File: src/rtl/core/mic_sample_gain_level_meter_defines.svh
// assertion macros for the microphone gain and level meter block
// included by the modules that carry concurrent checks, needs nothing else
`ifndef MIC_SAMPLE_GAIN_LEVEL_METER_DEFINES_SVH
`define MIC_SAMPLE_GAIN_LEVEL_METER_DEFINES_SVH
`ifndef SYNTHESIS
// implication checked at every edge outside reset
`define MSLM_ASSERT(lbl, clk, rstn, prop, msg) \
    lbl: assert property (@(posedge clk) disable iff (!(rstn)) (prop)) else $error(msg);
// antecedent in one cycle, consequent in the next
`define MSLM_ASSERT_NEXT(lbl, clk, rstn, ante, cons, msg) \
    lbl: assert property (@(posedge clk) disable iff (!(rstn)) (ante) |=> (cons)) else $error(msg);
`else
`define MSLM_ASSERT(lbl, clk, rstn, prop, msg)
`define MSLM_ASSERT_NEXT(lbl, clk, rstn, ante, cons, msg)
`endif
`endif

File: src/rtl/core/mslm_pkg.sv
// shared types and constants of the microphone gain and level meter
// used by every module of the block and by the bench, not by the channel interfaces; depends on nothing
package mslm_pkg;

    localparam int COUNT_WIDTH_DEF = 32;

    // configuration port
    localparam int APB_DW = 32;
    localparam int ADDR_W = 3;
    localparam int IDX_W  = 1;
    localparam int CFG_W  = 5;
    localparam logic [IDX_W-1:0] REG_SHIFT = 1'b0;
    localparam logic [IDX_W-1:0] REG_GAIN  = 1'b1;
    localparam logic [CFG_W-1:0] SHIFT_RESET = 5'd11;
    localparam logic [CFG_W-1:0] GAIN_RESET  = 5'd4;

    // request opcodes of the input channel
    localparam logic OP_SAMPLE = 1'b0;
    localparam logic OP_REPORT = 1'b1;

    // sample limits
    localparam logic signed [15:0] FULL_POS = 16'sd32767;
    localparam logic signed [15:0] FULL_NEG = -16'sd32768;
    localparam logic [14:0] MAG_MAX = 15'h7fff;
    localparam logic [31:0] RMS_CAP = 32'd32768;

    // widths and iteration counts of the divide / square root unit
    localparam int SUM_W      = 64;
    localparam int ROOT_W     = 32;
    localparam int DIV_STEPS  = 64;
    localparam int SQRT_STEPS = 32;

    typedef enum logic [2:0] {
        ST_IDLE,
        ST_CONV,
        ST_SQUARE,
        ST_EMIT,
        ST_REPORT
    } t_state;

    typedef enum logic [1:0] {
        U_IDLE,
        U_DIV,
        U_SQRT,
        U_DONE
    } t_unit_state;

    typedef struct packed {
        logic busy;
        logic done;
    } t_unit_stat;

endpackage

File: src/rtl/core/mslm_chan_if.sv
// request channels of the level meter: sample input and result output
// payload widths follow the block's fields, no package needed
interface mslm_in_if;
    logic               valid;
    logic               ready;
    logic               op;
    logic signed [31:0] raw_sample;

    modport source (output valid, output op, output raw_sample, input ready);
    modport sink   (input valid, input op, input raw_sample, output ready);
endinterface

interface mslm_out_if;
    logic               valid;
    logic               ready;
    logic               is_report;
    logic signed [15:0] sample_out;
    logic        [14:0] raw_peak;
    logic        [14:0] gain_peak;
    logic        [15:0] rms_level;
    logic        [31:0] clip_total;

    modport source (output valid, output is_report, output sample_out, output raw_peak,
                    output gain_peak, output rms_level, output clip_total, input ready);
    modport sink   (input valid, input is_report, input sample_out, input raw_peak,
                    input gain_peak, input rms_level, input clip_total, output ready);
endinterface

File: src/rtl/core/mic_sample_gain_level_meter.sv
// top level of the microphone gain stage with peak / rms / clip level meter
// depends on mslm_pkg, mslm_chan_if, mslm_convert and mslm_divsqrt
//
//  channel   dir   fields                                            handshake
//  i_in      in    op, raw_sample                                    valid / ready
//  o_out     out   is_report, sample_out, raw_peak, gain_peak,       valid / ready
//                  rms_level, clip_total
//  apb       in    shift_amount @ 0x0, gain @ 0x4                    psel / penable
//
// a sample request steps the sequencer through the idle state it is taken in, convert,
//   square, then accumulate and emit; its result is registered in emit once the output is free
// a report request with samples counted waits on the shared subtractor:
//   64 divide steps and 32 square root steps; with no samples it skips the unit
// the output register frees the result side, the next request is taken once the
//   sequencer is back in idle; a stalled result holds the sequencer in its last state
// synchronous active-low reset clears statistics, configuration, the result valid flag and the sequencer
`include "mic_sample_gain_level_meter_defines.svh"
module mic_sample_gain_level_meter
    import mslm_pkg::*;
#(
    parameter int COUNT_WIDTH = COUNT_WIDTH_DEF
) (
    input  logic              i_clk,
    input  logic              i_rst_n,
    mslm_in_if.sink           i_in,
    mslm_out_if.source        o_out,
    input  logic              psel,
    input  logic              penable,
    input  logic              pwrite,
    input  logic [ADDR_W-1:0] paddr,
    input  logic [APB_DW-1:0] pwdata,
    output logic [APB_DW-1:0] prdata,
    output logic              pready
);
    localparam logic [COUNT_WIDTH-1:0] CNT_MAX = '1;

    // configuration
    logic [CFG_W-1:0] r_shift;
    logic [CFG_W-1:0] r_gain;
    logic             s_cfg_wr;
    logic [IDX_W-1:0] s_idx;

    // sequencer
    t_state r_state, n_state;
    logic   s_in_ready;
    logic   s_out_free;
    logic   s_emit_smp;
    logic   s_emit_rpt;
    logic   s_unit_start;
    logic   s_rpt_ready;

    // request and intermediate values
    logic signed [31:0] r_raw;
    logic signed [15:0] r_sample;
    logic        [14:0] r_raw_mag;
    logic        [14:0] r_gain_mag;
    logic               r_clip;
    logic        [31:0] r_sq;

    logic signed [15:0] s_sample;
    logic        [14:0] s_raw_mag;
    logic        [14:0] s_gain_mag;
    logic               s_clip;
    logic        [SUM_W:0] s_sum_add;

    // statistics
    logic [14:0]            r_raw_peak;
    logic [14:0]            r_gain_peak;
    logic [SUM_W-1:0]       r_sum;
    logic [COUNT_WIDTH-1:0] r_tally;
    logic [COUNT_WIDTH-1:0] r_clip_tally;

    // result register
    logic               r_out_valid;
    logic               r_is_report;
    logic signed [15:0] r_out_sample;
    logic        [14:0] r_out_raw_peak;
    logic        [14:0] r_out_gain_peak;
    logic        [15:0] r_out_rms;
    logic        [31:0] r_out_clip;

    t_unit_stat  s_unit_stat;
    logic [15:0] s_unit_rms;

    // apb access, writes land in the access phase
    assign pready   = 1'b1;
    assign s_idx    = paddr[ADDR_W-1:2];
    assign s_cfg_wr = psel && penable && pwrite && pready;

    always_comb begin
        case (s_idx)
            REG_SHIFT: prdata = APB_DW'(r_shift);
            REG_GAIN:  prdata = APB_DW'(r_gain);
            default:   prdata = '0;
        endcase
    end

    always_ff @(posedge i_clk) begin
        if (!i_rst_n) begin
            r_shift <= SHIFT_RESET;
            r_gain  <= GAIN_RESET;
        end else if (s_cfg_wr) begin
            case (s_idx)
                REG_SHIFT: r_shift <= pwdata[CFG_W-1:0];
                REG_GAIN:  r_gain  <= pwdata[CFG_W-1:0];
                default: ;
            endcase
        end
    end

    // shift, gain and saturation of the held raw word
    mslm_convert u_convert (
        .i_raw      (r_raw),
        .i_shift    (r_shift),
        .i_gain     (r_gain),
        .o_sample   (s_sample),
        .o_raw_mag  (s_raw_mag),
        .o_gain_mag (s_gain_mag),
        .o_clip     (s_clip)
    );

    // mean square and root for reports
    mslm_divsqrt #(
        .CW (COUNT_WIDTH)
    ) u_divsqrt (
        .i_clk   (i_clk),
        .i_rst_n (i_rst_n),
        .i_start (s_unit_start),
        .i_sum   (r_sum),
        .i_div   (r_tally),
        .o_stat  (s_unit_stat),
        .o_rms   (s_unit_rms)
    );

    assign s_out_free  = !r_out_valid || o_out.ready;
    assign s_rpt_ready = (r_tally == '0) || s_unit_stat.done;

    // next state
    always_comb begin
        n_state = r_state;
        case (r_state)
            ST_IDLE:   if (i_in.valid) n_state = (i_in.op == OP_REPORT) ? ST_REPORT : ST_CONV;
            ST_CONV:   n_state = ST_SQUARE;
            ST_SQUARE: n_state = ST_EMIT;
            ST_EMIT:   if (s_out_free) n_state = ST_IDLE;
            ST_REPORT: if (s_rpt_ready && s_out_free) n_state = ST_IDLE;
            default:   n_state = ST_IDLE;
        endcase
    end

    // sequencer outputs
    always_comb begin
        s_in_ready   = (r_state == ST_IDLE);
        s_emit_smp   = (r_state == ST_EMIT) && s_out_free;
        s_emit_rpt   = (r_state == ST_REPORT) && s_rpt_ready && s_out_free;
        // no divide when nothing was counted, the report then carries zero rms
        s_unit_start = (r_state == ST_IDLE) && i_in.valid && (i_in.op == OP_REPORT)
                    && (r_tally != '0);
    end

    assign i_in.ready = s_in_ready;

    always_ff @(posedge i_clk) begin
        if (!i_rst_n) begin
            r_state <= ST_IDLE;
        end else begin
            r_state <= n_state;
        end
    end

    // datapath registers, no reset needed
    always_ff @(posedge i_clk) begin
        if (i_in.valid && s_in_ready) begin
            r_raw <= i_in.raw_sample;
        end
        if (r_state == ST_CONV) begin
            r_sample   <= s_sample;
            r_raw_mag  <= s_raw_mag;
            r_gain_mag <= s_gain_mag;
            r_clip     <= s_clip;
        end
        if (r_state == ST_SQUARE) begin
            // full 32-bit square of the signed sample
            r_sq <= $unsigned(32'(r_sample) * 32'(r_sample));
        end
    end

    assign s_sum_add = {1'b0, r_sum} + (SUM_W + 1)'(r_sq);

    // statistics: updated when the sample result is emitted, cleared by reset and by a report
    always_ff @(posedge i_clk) begin
        if (!i_rst_n || s_emit_rpt) begin
            r_raw_peak   <= '0;
            r_gain_peak  <= '0;
            r_sum        <= '0;
            r_tally      <= '0;
            r_clip_tally <= '0;
        end else if (s_emit_smp) begin
            if (r_raw_mag > r_raw_peak) begin
                r_raw_peak <= r_raw_mag;
            end
            if (r_gain_mag > r_gain_peak) begin
                r_gain_peak <= r_gain_mag;
            end
            // saturating accumulate
            r_sum <= s_sum_add[SUM_W] ? '1 : s_sum_add[SUM_W-1:0];
            if (r_tally != CNT_MAX) begin
                r_tally <= r_tally + 1'b1;
            end
            if (r_clip && (r_clip_tally != CNT_MAX)) begin
                r_clip_tally <= r_clip_tally + 1'b1;
            end
        end
    end

    // result register
    always_ff @(posedge i_clk) begin
        if (!i_rst_n) begin
            r_out_valid <= 1'b0;
        end else if (s_emit_smp || s_emit_rpt) begin
            r_out_valid <= 1'b1;
        end else if (o_out.ready) begin
            r_out_valid <= 1'b0;
        end
    end

    always_ff @(posedge i_clk) begin
        if (s_emit_smp) begin
            r_is_report     <= 1'b0;
            r_out_sample    <= r_sample;
            r_out_raw_peak  <= '0;
            r_out_gain_peak <= '0;
            r_out_rms       <= '0;
            r_out_clip      <= '0;
        end else if (s_emit_rpt) begin
            r_is_report     <= 1'b1;
            r_out_sample    <= '0;
            r_out_raw_peak  <= r_raw_peak;
            r_out_gain_peak <= r_gain_peak;
            r_out_rms       <= (r_tally == '0) ? '0 : s_unit_rms;
            r_out_clip      <= 32'(r_clip_tally);
        end
    end

    assign o_out.valid      = r_out_valid;
    assign o_out.is_report  = r_is_report;
    assign o_out.sample_out = r_out_sample;
    assign o_out.raw_peak   = r_out_raw_peak;
    assign o_out.gain_peak  = r_out_gain_peak;
    assign o_out.rms_level  = r_out_rms;
    assign o_out.clip_total = r_out_clip;

    `MSLM_ASSERT(a_clip_le_tally, i_clk, i_rst_n, r_clip_tally <= r_tally, "clip count above sample count")
    `MSLM_ASSERT(a_idle_unit_quiet, i_clk, i_rst_n, (r_state != ST_IDLE) || !s_unit_stat.busy, "root unit busy while idle")
    `MSLM_ASSERT_NEXT(a_report_clears, i_clk, i_rst_n, s_emit_rpt, (r_tally == '0) && (r_sum == '0) && r_out_valid && r_is_report, "report left statistics")
    `MSLM_ASSERT(a_report_waits, i_clk, i_rst_n, !s_emit_rpt || (r_tally == '0) || s_unit_stat.done, "report emitted before root done")

endmodule

File: src/rtl/core/mslm_convert.sv
// shift, gain and 16-bit saturation of one raw microphone word
// uses mslm_pkg for the full-scale limits
module mslm_convert
    import mslm_pkg::*;
(
    input  logic signed [31:0]      i_raw,
    input  logic        [CFG_W-1:0] i_shift,
    input  logic        [CFG_W-1:0] i_gain,
    output logic signed [15:0]      o_sample,
    output logic        [14:0]      o_raw_mag,
    output logic        [14:0]      o_gain_mag,
    output logic                    o_clip
);
    logic signed [31:0] s_shift;
    logic signed [31:0] s_neg;
    logic signed [37:0] s_prod;
    logic signed [15:0] s_gneg;

    assign s_shift = i_raw >>> i_shift;
    assign s_neg   = -s_shift;
    assign s_prod  = $signed({{6{s_shift[31]}}, s_shift}) * $signed({33'd0, i_gain});
    assign s_gneg  = -o_sample;

    // magnitude before gain, clamped
    always_comb begin
        if (s_shift > 32'sd32767 || s_shift < -32'sd32767) begin
            o_raw_mag = MAG_MAX;
        end else if (s_shift[31]) begin
            o_raw_mag = s_neg[14:0];
        end else begin
            o_raw_mag = s_shift[14:0];
        end
    end

    always_comb begin
        if (s_prod > 38'(FULL_POS)) begin
            o_sample = FULL_POS;
        end else if (s_prod < 38'(FULL_NEG)) begin
            o_sample = FULL_NEG;
        end else begin
            o_sample = s_prod[15:0];
        end
    end

    // negative full scale reads as the positive limit
    always_comb begin
        if (o_sample == FULL_NEG) begin
            o_gain_mag = MAG_MAX;
        end else if (o_sample[15]) begin
            o_gain_mag = s_gneg[14:0];
        end else begin
            o_gain_mag = o_sample[14:0];
        end
    end

    assign o_clip = (o_sample == FULL_POS) || (o_sample == FULL_NEG);

endmodule

File: src/rtl/core/mslm_divsqrt.sv
// iterative unit: restoring divide of the square sum by the count, then
// digit-by-digit square root, both on one shared subtractor; uses mslm_pkg
`include "mic_sample_gain_level_meter_defines.svh"
module mslm_divsqrt
    import mslm_pkg::*;
#(
    parameter int CW = COUNT_WIDTH_DEF
) (
    input  logic             i_clk,
    input  logic             i_rst_n,
    input  logic             i_start,
    input  logic [SUM_W-1:0] i_sum,
    input  logic [CW-1:0]    i_div,
    output t_unit_stat       o_stat,
    output logic [15:0]      o_rms
);
    localparam int SUB_W = (CW + 1 > ROOT_W + 3) ? CW + 1 : ROOT_W + 3;
    localparam int CNT_W = $clog2(DIV_STEPS);

    t_unit_state        r_state, n_state;
    logic [SUM_W-1:0]   r_work;
    logic [SUB_W-1:0]   r_rem;
    logic [ROOT_W-1:0]  r_root;
    logic [CW-1:0]      r_div;
    logic [CNT_W-1:0]   r_cnt;

    logic [SUB_W-1:0]   s_a;
    logic [SUB_W-1:0]   s_b;
    logic [SUB_W:0]     s_diff;
    logic               s_ge;
    logic               s_last;

    // shared compare / subtract
    always_comb begin
        if (r_state == U_SQRT) begin
            s_a = SUB_W'({r_rem[ROOT_W:0], r_work[SUM_W-1 -: 2]});
            s_b = SUB_W'({r_root, 2'b01});
        end else begin
            s_a = SUB_W'({r_rem[CW-1:0], r_work[SUM_W-1]});
            s_b = SUB_W'(r_div);
        end
    end
    assign s_diff = {1'b0, s_a} - {1'b0, s_b};
    assign s_ge   = !s_diff[SUB_W];

    always_comb begin
        n_state = r_state;
        case (r_state)
            U_IDLE: if (i_start) n_state = U_DIV;
            U_DIV: if (r_cnt == CNT_W'(DIV_STEPS - 1)) n_state = U_SQRT;
            U_SQRT: if (r_cnt == CNT_W'(SQRT_STEPS - 1)) n_state = U_DONE;
            U_DONE: if (i_start) n_state = U_DIV;
            default: n_state = U_IDLE;
        endcase
    end

    always_comb begin
        o_stat.busy = (r_state == U_DIV) || (r_state == U_SQRT);
        o_stat.done = (r_state == U_DONE);
        s_last      = (n_state != r_state);
    end

    always_ff @(posedge i_clk) begin
        if (!i_rst_n) begin
            r_state <= U_IDLE;
            r_cnt   <= '0;
        end else begin
            r_state <= n_state;
            if (i_start || s_last) begin
                r_cnt <= '0;
            end else if (o_stat.busy) begin
                r_cnt <= r_cnt + 1'b1;
            end
        end
    end

    always_ff @(posedge i_clk) begin
        if (i_start) begin
            r_work <= i_sum;
            r_rem  <= '0;
            r_div  <= i_div;
            r_root <= '0;
        end else begin
            case (r_state)
                U_DIV: begin
                    // quotient bits shift in where dividend bits leave
                    r_work <= {r_work[SUM_W-2:0], s_ge};
                    r_rem  <= (r_cnt == CNT_W'(DIV_STEPS - 1)) ? '0
                            : (s_ge ? s_diff[SUB_W-1:0] : s_a);
                end
                U_SQRT: begin
                    r_work <= {r_work[SUM_W-3:0], 2'b00};
                    r_rem  <= s_ge ? s_diff[SUB_W-1:0] : s_a;
                    r_root <= {r_root[ROOT_W-2:0], s_ge};
                end
                default: ;
            endcase
        end
    end

    assign o_rms = (r_root > RMS_CAP) ? 16'h8000 : r_root[15:0];

    `MSLM_ASSERT(a_div_rem, i_clk, i_rst_n, (r_state != U_DIV) || (r_rem < SUB_W'(r_div)), "divide remainder not below divisor")
    `MSLM_ASSERT(a_sqrt_rem, i_clk, i_rst_n, (r_state != U_SQRT) || (r_rem <= SUB_W'({r_root, 1'b0})), "root remainder too large")
    `MSLM_ASSERT_NEXT(a_div_to_sqrt, i_clk, i_rst_n, (r_state == U_DIV) && (r_cnt == CNT_W'(DIV_STEPS - 1)) && !i_start, (r_state == U_SQRT) && (r_rem == '0), "root phase entered without clear")

endmodule

File: src/flat_wrapper.sv
// flat-port wrapper written by rule: the top's interface ports become plain ports
module mic_sample_gain_level_meter_flat import mslm_pkg::*;
#(
    parameter int COUNT_WIDTH = COUNT_WIDTH_DEF
)
  (i_clk, i_rst_n, psel, penable, pwrite, paddr, pwdata, prdata, pready, i_in_valid, i_in_op, i_in_raw_sample, i_in_ready, o_out_valid, o_out_is_report, o_out_sample_out, o_out_raw_peak, o_out_gain_peak, o_out_rms_level, o_out_clip_total, o_out_ready);
  mslm_in_if i_in_i ();
  mslm_out_if o_out_i ();
  input  logic i_clk;
  input  logic i_rst_n;
  input  logic psel;
  input  logic penable;
  input  logic pwrite;
  input  logic [ADDR_W-1:0] paddr;
  input  logic [APB_DW-1:0] pwdata;
  output logic [APB_DW-1:0] prdata;
  output logic pready;
  input wire logic [$bits(i_in_i.valid)-1:0] i_in_valid;
  input wire logic [$bits(i_in_i.op)-1:0] i_in_op;
  input wire logic [$bits(i_in_i.raw_sample)-1:0] i_in_raw_sample;
  output wire logic [$bits(i_in_i.ready)-1:0] i_in_ready;
  output wire logic [$bits(o_out_i.valid)-1:0] o_out_valid;
  output wire logic [$bits(o_out_i.is_report)-1:0] o_out_is_report;
  output wire logic [$bits(o_out_i.sample_out)-1:0] o_out_sample_out;
  output wire logic [$bits(o_out_i.raw_peak)-1:0] o_out_raw_peak;
  output wire logic [$bits(o_out_i.gain_peak)-1:0] o_out_gain_peak;
  output wire logic [$bits(o_out_i.rms_level)-1:0] o_out_rms_level;
  output wire logic [$bits(o_out_i.clip_total)-1:0] o_out_clip_total;
  input wire logic [$bits(o_out_i.ready)-1:0] o_out_ready;
  assign i_in_i.valid = i_in_valid;
  assign i_in_i.op = i_in_op;
  assign i_in_i.raw_sample = i_in_raw_sample;
  assign i_in_ready = i_in_i.ready;
  assign o_out_valid = o_out_i.valid;
  assign o_out_is_report = o_out_i.is_report;
  assign o_out_sample_out = o_out_i.sample_out;
  assign o_out_raw_peak = o_out_i.raw_peak;
  assign o_out_gain_peak = o_out_i.gain_peak;
  assign o_out_rms_level = o_out_i.rms_level;
  assign o_out_clip_total = o_out_i.clip_total;
  assign o_out_i.ready = o_out_ready;
  mic_sample_gain_level_meter #(.COUNT_WIDTH(COUNT_WIDTH)) u_core (.i_clk(i_clk), .i_rst_n(i_rst_n), .i_in(i_in_i), .o_out(o_out_i), .psel(psel), .penable(penable), .pwrite(pwrite), .paddr(paddr), .pwdata(pwdata), .prdata(prdata), .pready(pready));
endmodule
File: config.mk
export PLATFORM = sky130hd
export DESIGN_NAME = mic_sample_gain_level_meter_flat
export DESIGN_NICKNAME = d
export VERILOG_FILES = /design/src/rtl/core/mslm_pkg.sv /design/src/rtl/core/mslm_chan_if.sv /design/src/rtl/core/mic_sample_gain_level_meter.sv /design/src/rtl/core/mslm_convert.sv /design/src/rtl/core/mslm_divsqrt.sv /design/src/flat_wrapper.sv
export VERILOG_INCLUDE_DIRS = /design/src /design/src/rtl/core
export SDC_FILE = /design/constraint.sdc
export NUM_CORES = 2
export LEC_CHECK = 0
export BUFFER_PORTS_ARGS = -buffer_cell sky130_fd_sc_hd__buf_2
export CORE_ASPECT_RATIO = 1.5
export CORE_MARGIN = 2
export CORE_UTILIZATION = 50
export DETAILED_ROUTE_END_ITERATION = 16
export MAX_ROUTING_LAYER = met4
export PLACE_DENSITY_LB_ADDON = 0.3
export REMOVE_ABC_BUFFERS = 1
export SYNTH_ARGS = -nofsm -noshare
export SYNTH_HDL_FRONTEND = slang
export SYNTH_SLANG_ARGS = --single-unit
export TNS_END_PERCENT = 100
File: constraint.sdc
create_clock -name i_clk -period 11.9 [get_ports i_clk]
set_input_delay 1.19 -clock i_clk [delete_from_list [all_inputs] [get_ports i_clk]]
set_output_delay 1.19 -clock i_clk [all_outputs]
set_load 0.1 [all_outputs]
* Yosys cells after proc, flatten, opt, wreduce, memory -nomap -nowiden
Cells that the tools add are included.
** Word-level totals
- Input port bits :: 75
- Register bits :: 547
- Logic and storage cells :: 129
- Output and inout port bits :: 130
** Cells by class
- Reduce and logical (&&, ||, !) cells :: 38
- Add/subtract/negate cells :: 7
- Order comparisons :: 7
- Multipliers :: 2
- Bitwise gates (word level) :: 2
- Eq/ne operators :: 17
- Shift-type cells :: 1
- Multiplexer cells :: 28
** Operators by type and width (number)
- 64-bit 2-to-1 mux :: 2
- 64-bit one-hot mux with 2 select lines :: 1
- 16-bit 2-to-1 mux :: 6
- 33-bit 2-to-1 mux :: 2
- 33-bit one-hot mux with 2 select lines :: 1
- 64-bit by 32-bit adder with 65-bit output :: 1
- 32-bit by 1-bit adder with 32-bit output (second input constant) :: 2
- 32-bit by 16-bit > comparator with 1-bit output (second input constant) :: 2
- 32-bit inequality test (second input constant) :: 2
- 32-bit one-hot mux with 2 select lines :: 1
- 38-bit by 16-bit > comparator with 1-bit output (second input constant) :: 1
- 38-bit by 16-bit less-than comparator with 1-bit output (second input constant) :: 1
- 32-bit by 6-bit multiplier with 38-bit output :: 1
- 35-bit by 34-bit subtractor with 36-bit output :: 1
- 35-bit 2-to-1 mux :: 1
- 34-bit 2-to-1 mux :: 1
- 16-bit == test (second input constant) :: 2
- 32-bit logical NOT :: 1
- 32-bit by 16-bit less-than comparator with 1-bit output (second input constant) :: 1
- 16-bit by 16-bit multiplier with 32-bit output :: 1
- 32-bit nonzero test :: 1
- 32-bit by 5-bit >>> shifter with 32-bit output :: 1
- 15-bit > comparator :: 2
- 15-bit 2-to-1 mux :: 2
- other kinds (28) :: 65

* Logic depth before layout (Yosys ltp)
- Depth in word-level cells :: 9
- Mapped depth :: 37
- Depth with buffers taken out :: 31

* Cells and area by module
From an unflattened synthesis, not the netlist that was laid out.
** Second synthesis, totals
- Cells, all modules :: 4927
- Area, all modules :: 45349.7 um2
** Modules (own cells, without submodules)
- mic_sample_gain_level_meter :: area each 25570.8 um2, cells an instance 2703, sequential area each 8808.4 um2, instances 1
- mslm_divsqrt :: area each 9923.3 um2, cells an instance 985, sequential area each 4344.2 um2, instances 1
- mslm_convert :: area each 9855.7 um2, cells an instance 1239, sequential area each 0.0 um2, instances 1

* Worst setup path before layout
No wires, ideal clock.
- Path kind :: reg2reg
- From :: register u_core.r_shift[4]
- To :: register u_core.r_gain_mag[4], data pin
- Data required time :: 11631 ps
- Library setup time :: 269 ps
- Arrival time :: 7407 ps
- Path buffers :: 6
- Setup slack :: 4224 ps
- Cell stages (with the launch flop) :: 33
- Clock period less this slack :: 7676 ps
- Path through :: dfxtp_1 clkbuf_1 clkbuf_1 buf_1 buf_1 buf_1 nor2_1 a21oi_1 and2_1 fa_1 fa_1 inv_1 fa_1 inv_1 ha_1 a21oi_1 o21ai_1 a21o_1 a21oi_2 xnor2_1 or4b_1 or4_1 nor4b_2 nand4_2 nand2_1 o21a_1 ha_1 clkbuf_1 inv_1 o21ai_0 nand2_1 o31ai_1 o211ai_1
** On the way
- Longest elaborated chain between the ends :: 7
- Elaborated cells between the ends (all ways) :: 9
- Classes of those cells :: add/sub: 1; mul: 1; order compare: 2; eq/ne: 1; shift: 1; mux: 3
** Ends and longest elaborated chain
- start: declaration :: line mic_sample_gain_level_meter.sv:38 : logic [CFG_W-1:0] r_shift;
- start signal: assignment :: line mic_sample_gain_level_meter.sv:104 : REG_SHIFT: r_shift <= pwdata[CFG_W-1:0];
- 32-bit by 5-bit >>> shifter with 32-bit output * :: line mslm_convert.sv:19 : assign s_shift = i_raw >>> i_shift;
- 32-bit by 6-bit multiplier with 38-bit output * :: line mslm_convert.sv:21 : assign s_prod = $signed({{6{s_shift[31]}}, s_shift}) * $signed({33'd0, i_gain});
- 38-bit by 16-bit less-than comparator with 1-bit output :: line mslm_convert.sv:38 : end else if (s_prod < 38'(FULL_NEG)) begin
- 16-bit 2-to-1 mux :: line mslm_convert.sv:38
- 16-bit 2-to-1 mux * :: line mslm_convert.sv:36 : if (s_prod > 38'(FULL_POS)) begin
- 15-bit negation :: line mslm_convert.sv:22 : assign s_gneg = -o_sample;
- 15-bit 2-to-1 mux :: line mslm_convert.sv:49 : end else if (o_sample[15]) begin
- end signal: assignment :: line mic_sample_gain_level_meter.sv:179 : r_gain_mag <= s_gain_mag;
- end: declaration :: line mic_sample_gain_level_meter.sv:56 : logic [14:0] r_gain_mag;
Every way passes the cells marked *; elsewhere a longest branch is shown, timed or not.
A chain may end at the register's enable or synchronous reset.

* Worst setup path after layout
- From :: register u_core.r_shift[3]
- To :: register u_core.r_gain_mag[5], data pin
The elaborated chain is that of the path after synthesis.

==> qor.yml <==
worstPathCellList: "clkinv_1, mux4_2, mux2i_1, nor2b_1, fa_1, fa_1, inv_1, fa_1, inv_1, ha_1, nand2_1, nor4_1, o211ai_1, nand3b_1, a21oi_1, o31ai_1, o41ai_1, xnor2_2, nand2_1, o21a_1, ha_1, nand3_1, o31ai_1"
p_leak_nw: 19.9
yosys.area.top_type: "fa_1"
status: "completed"
synth_edf_count: 222
clockBufferDepth: 3
start_util_pct: 50.3
synth_flop_cell: "dfxtp_1"
setup_viol: 0
synth_most_common_cell: "nand2_1"
crit_family: "adder cells"
critPathBufInv: 3
num_vias: 32400
synth.top_cell.area_share_pct: 15.7
worst-setup-path-type: "register to register"
grt_pass1_vias: 33300
wl_per_cell_um: 16.2
pin_count: 205
antenna_left: 0
syn_to_final_growth_pct: 7.78
post-dp-hpwl_um: 71400
cts_setup_buffers: 0
period_share_pct: 80.8
globalRouteOverflowTotal: 0
fill_cells: 7887
worst_setup_path_end_kind: "register"
dr.pass1.iters: 7
synthArstFlopShare_pct: 0
internal_power_mw: 6.64
path_common_cell: "fa_1"
max_stage_delay_ps: 1040
avgViaCountPerCell: 5.49
startpoint_type: "register"
yosysWarnings: 0
n_antenna_cell: 0
fin_crit_ps: 9610
clockRootBuffer: "clkbuf_16"
p_clk_share_pct: 15.4
rows: 132
drc_errors: 0
seq_power_share_pct: 23.1
worst_pin_slew_ps: 1280
finClkSkew_ps: 27.2
hold_buffers: 0
p_sw_mw: 4.97
antenna_found_initial: 0
swShare_pct: 42.8
core_area_um2: 85900
htreeDepth: 2
cts_resized: 0
critPathMaxFanout: 37
grt_max_degree: 125
final_core_util_pct: 54.2
clkTransAtPathRegs_ps: 60
holdCritPathClass: "register to register"
wirelength_um: 95600
final_nets: 5384
synth_area_leaders: "fa_1, edfxtp_1, dfxtp_1, ha_1, nand2_1"
grt.total_usage_pct: 22.4
ys_types: 90
required_ps: 12230
fp.dieW_um: 244
avgSynthCellArea_um2: 9.20
slowest_stage: "dfxtp_1"
synthCells: 4693
clock_latency_ps: 630
synth_area_um2: 43200
cts_sinks: 546
fmax_ghz: 0.104
drive_above_1_share_pct: 8.03
hold_viol: 0
cts_tree: "built"
slew_headroom_pct: 14.6
dieHeight_um: 364
gp_congestion: 0.891
maxSlewViolCount: 0
fin_ws_ps: 2290
cellPowerDensity_nw_per_um2: 250
synth_commonest_cells: "nand2_1, inv_1, fa_1"
p_comb_share_pct: 61.5
cap_violations: 0
port_buffers: 147
cts_made_buffers: 53
totalNegativeSetupSlack_ps: 0
synth_seq_cells: 546
ir_drop_v: 0.000468
die_area_um2: 88700
grt_pass1_wl_um: 161000
worst_ep_arrival_time_ps: 9950
yosysSeqAreaShare_pct: 30.5
dp_slack_ps: 2450
first_iter_violations: 1681
rsz0062_at_grt: "no"
==> through the flow <==
step | instance area, µm² | power, mW | hold slack (ps) | instances
2_1_floorplan | 42200 | 8.35 | 435 | 4486
3_3_place_gp | 44700 | 9.73 | 435 | 5794
3_5_place_dp | 44700 | 9.89 | 443 | 5794
4_1_cts | 46500 | 11.7 | 451 | 5894
5_1_grt | 46500 | 12.8 | 466 | 5894
6_report | 46500 | 11.6 | 449 | 5894
==> worst register-to-register path, delay by kind of cell (launching register included) <==
family | cells | cell delay (ps)
xor+xnor | 1 | 860
mux | 2 | 1010
simple gates | 6 | 1990
buf+inv | 3 | 920
fa+ha+maj | 5 | 2220
compound gates | 6 | 1310
flops | 1 | 1040
==> per-layer routing <==
metal  wire, µm  global-route usage, %  part of all wire, %
met5          0                      -                    0
met3       3490                   1.94                  3.6
met4       2510                   6.80                  2.6
met1      39400                   25.6                   41
met2      50200                   41.5                   53
==> kinds of logic (layout without fill, tap and decap cells) <==
logic type / after synthesis / count (layout) / synth area share (%)
AOI/OAI and AO/OA: 863 / 863 / 11.9
DFF: 546 / 546 / 30.5
and+or+nand+nor: 1463 / 1463 / 16.3
adders and majority gates: 599 / 599 / 23.2
muxes: 266 / 266 / 6.92
xor gates and xnor gates: 215 / 215 / 4.38
other: 2 / 28 / 0.0174
buffers and inverters: 739 / 775 / 6.76
==> state kept, by name (all words and copies together), names as in the netlist, 16 cells and up <==
register / count
u_core.o_out.clip_total: 32
u_core.o_out.rms_level: 16
u_core.o_out.sample_out: 16
u_core.r_clip_tally: 32
u_core.r_raw: 32
u_core.r_sample: 16
u_core.r_sq: 31
u_core.r_sum: 64
u_core.r_tally: 32
u_core.u_divsqrt.r_div: 32
u_core.u_divsqrt.r_rem: 33
u_core.u_divsqrt.r_root: 32
u_core.u_divsqrt.r_work: 64
==> final timing paths <==
check	from	to	slack [ps]	cells after the start
max	u_core.r_shift[3]$_SDFFE_PN1P_	u_core.r_gain_mag[5]$_SDFFCE_PN1P_	2290	23
min	u_core.o_out.rms_level[1]$_SDFFE_PP0P_	u_core.o_out.rms_level[1]$_SDFFE_PP0P_	450	2
max reg2reg	u_core.r_shift[3]$_SDFFE_PN1P_	u_core.r_gain_mag[5]$_SDFFCE_PN1P_	2290	23
min reg2reg	u_core.o_out.rms_level[1]$_SDFFE_PP0P_	u_core.o_out.rms_level[1]$_SDFFE_PP0P_	450	2
==> power groups by stage <==
stage / combinational, mW / clock (mW) / sequential (mW)
final: 7.14 / 1.79 / 2.68
after global routing: 8.15 / 1.90 / 2.71
after CTS: 7.21 / 1.83 / 2.68
after detailed placement: 7.16 / 0 / 2.72
after global placement: 7.01 / 0 / 2.71
after floorplan: 5.67 / 0 / 2.68
==> final cells by class <==
cell class | instances | area (µm²) | area share, %
Clock inverter | 32 | 368 | 0.791
Clock buffer | 68 | 1500 | 3.22
Multi-Input combinational cell | 3434 | 27300 | 58.6
Inverter | 506 | 1900 | 4.09
Timing Repair Buffer | 169 | 913 | 1.96
Tap cell | 1139 | 1430 | 3.06
Sequential cell | 546 | 13200 | 28.3
==> cell usage in the layout (no fill, tap or decap), types with 200 or more instances in the layout <==
cell,n
a21oi_1,307
dfxtp_1,323
edfxtp_1,222
fa_1,338
ha_1,260
inv_1,501
mux2i_1,200
nand2_1,535
nor2_1,288
o21ai_0,260
Note: power is estimated with default switching activity, not from simulation.
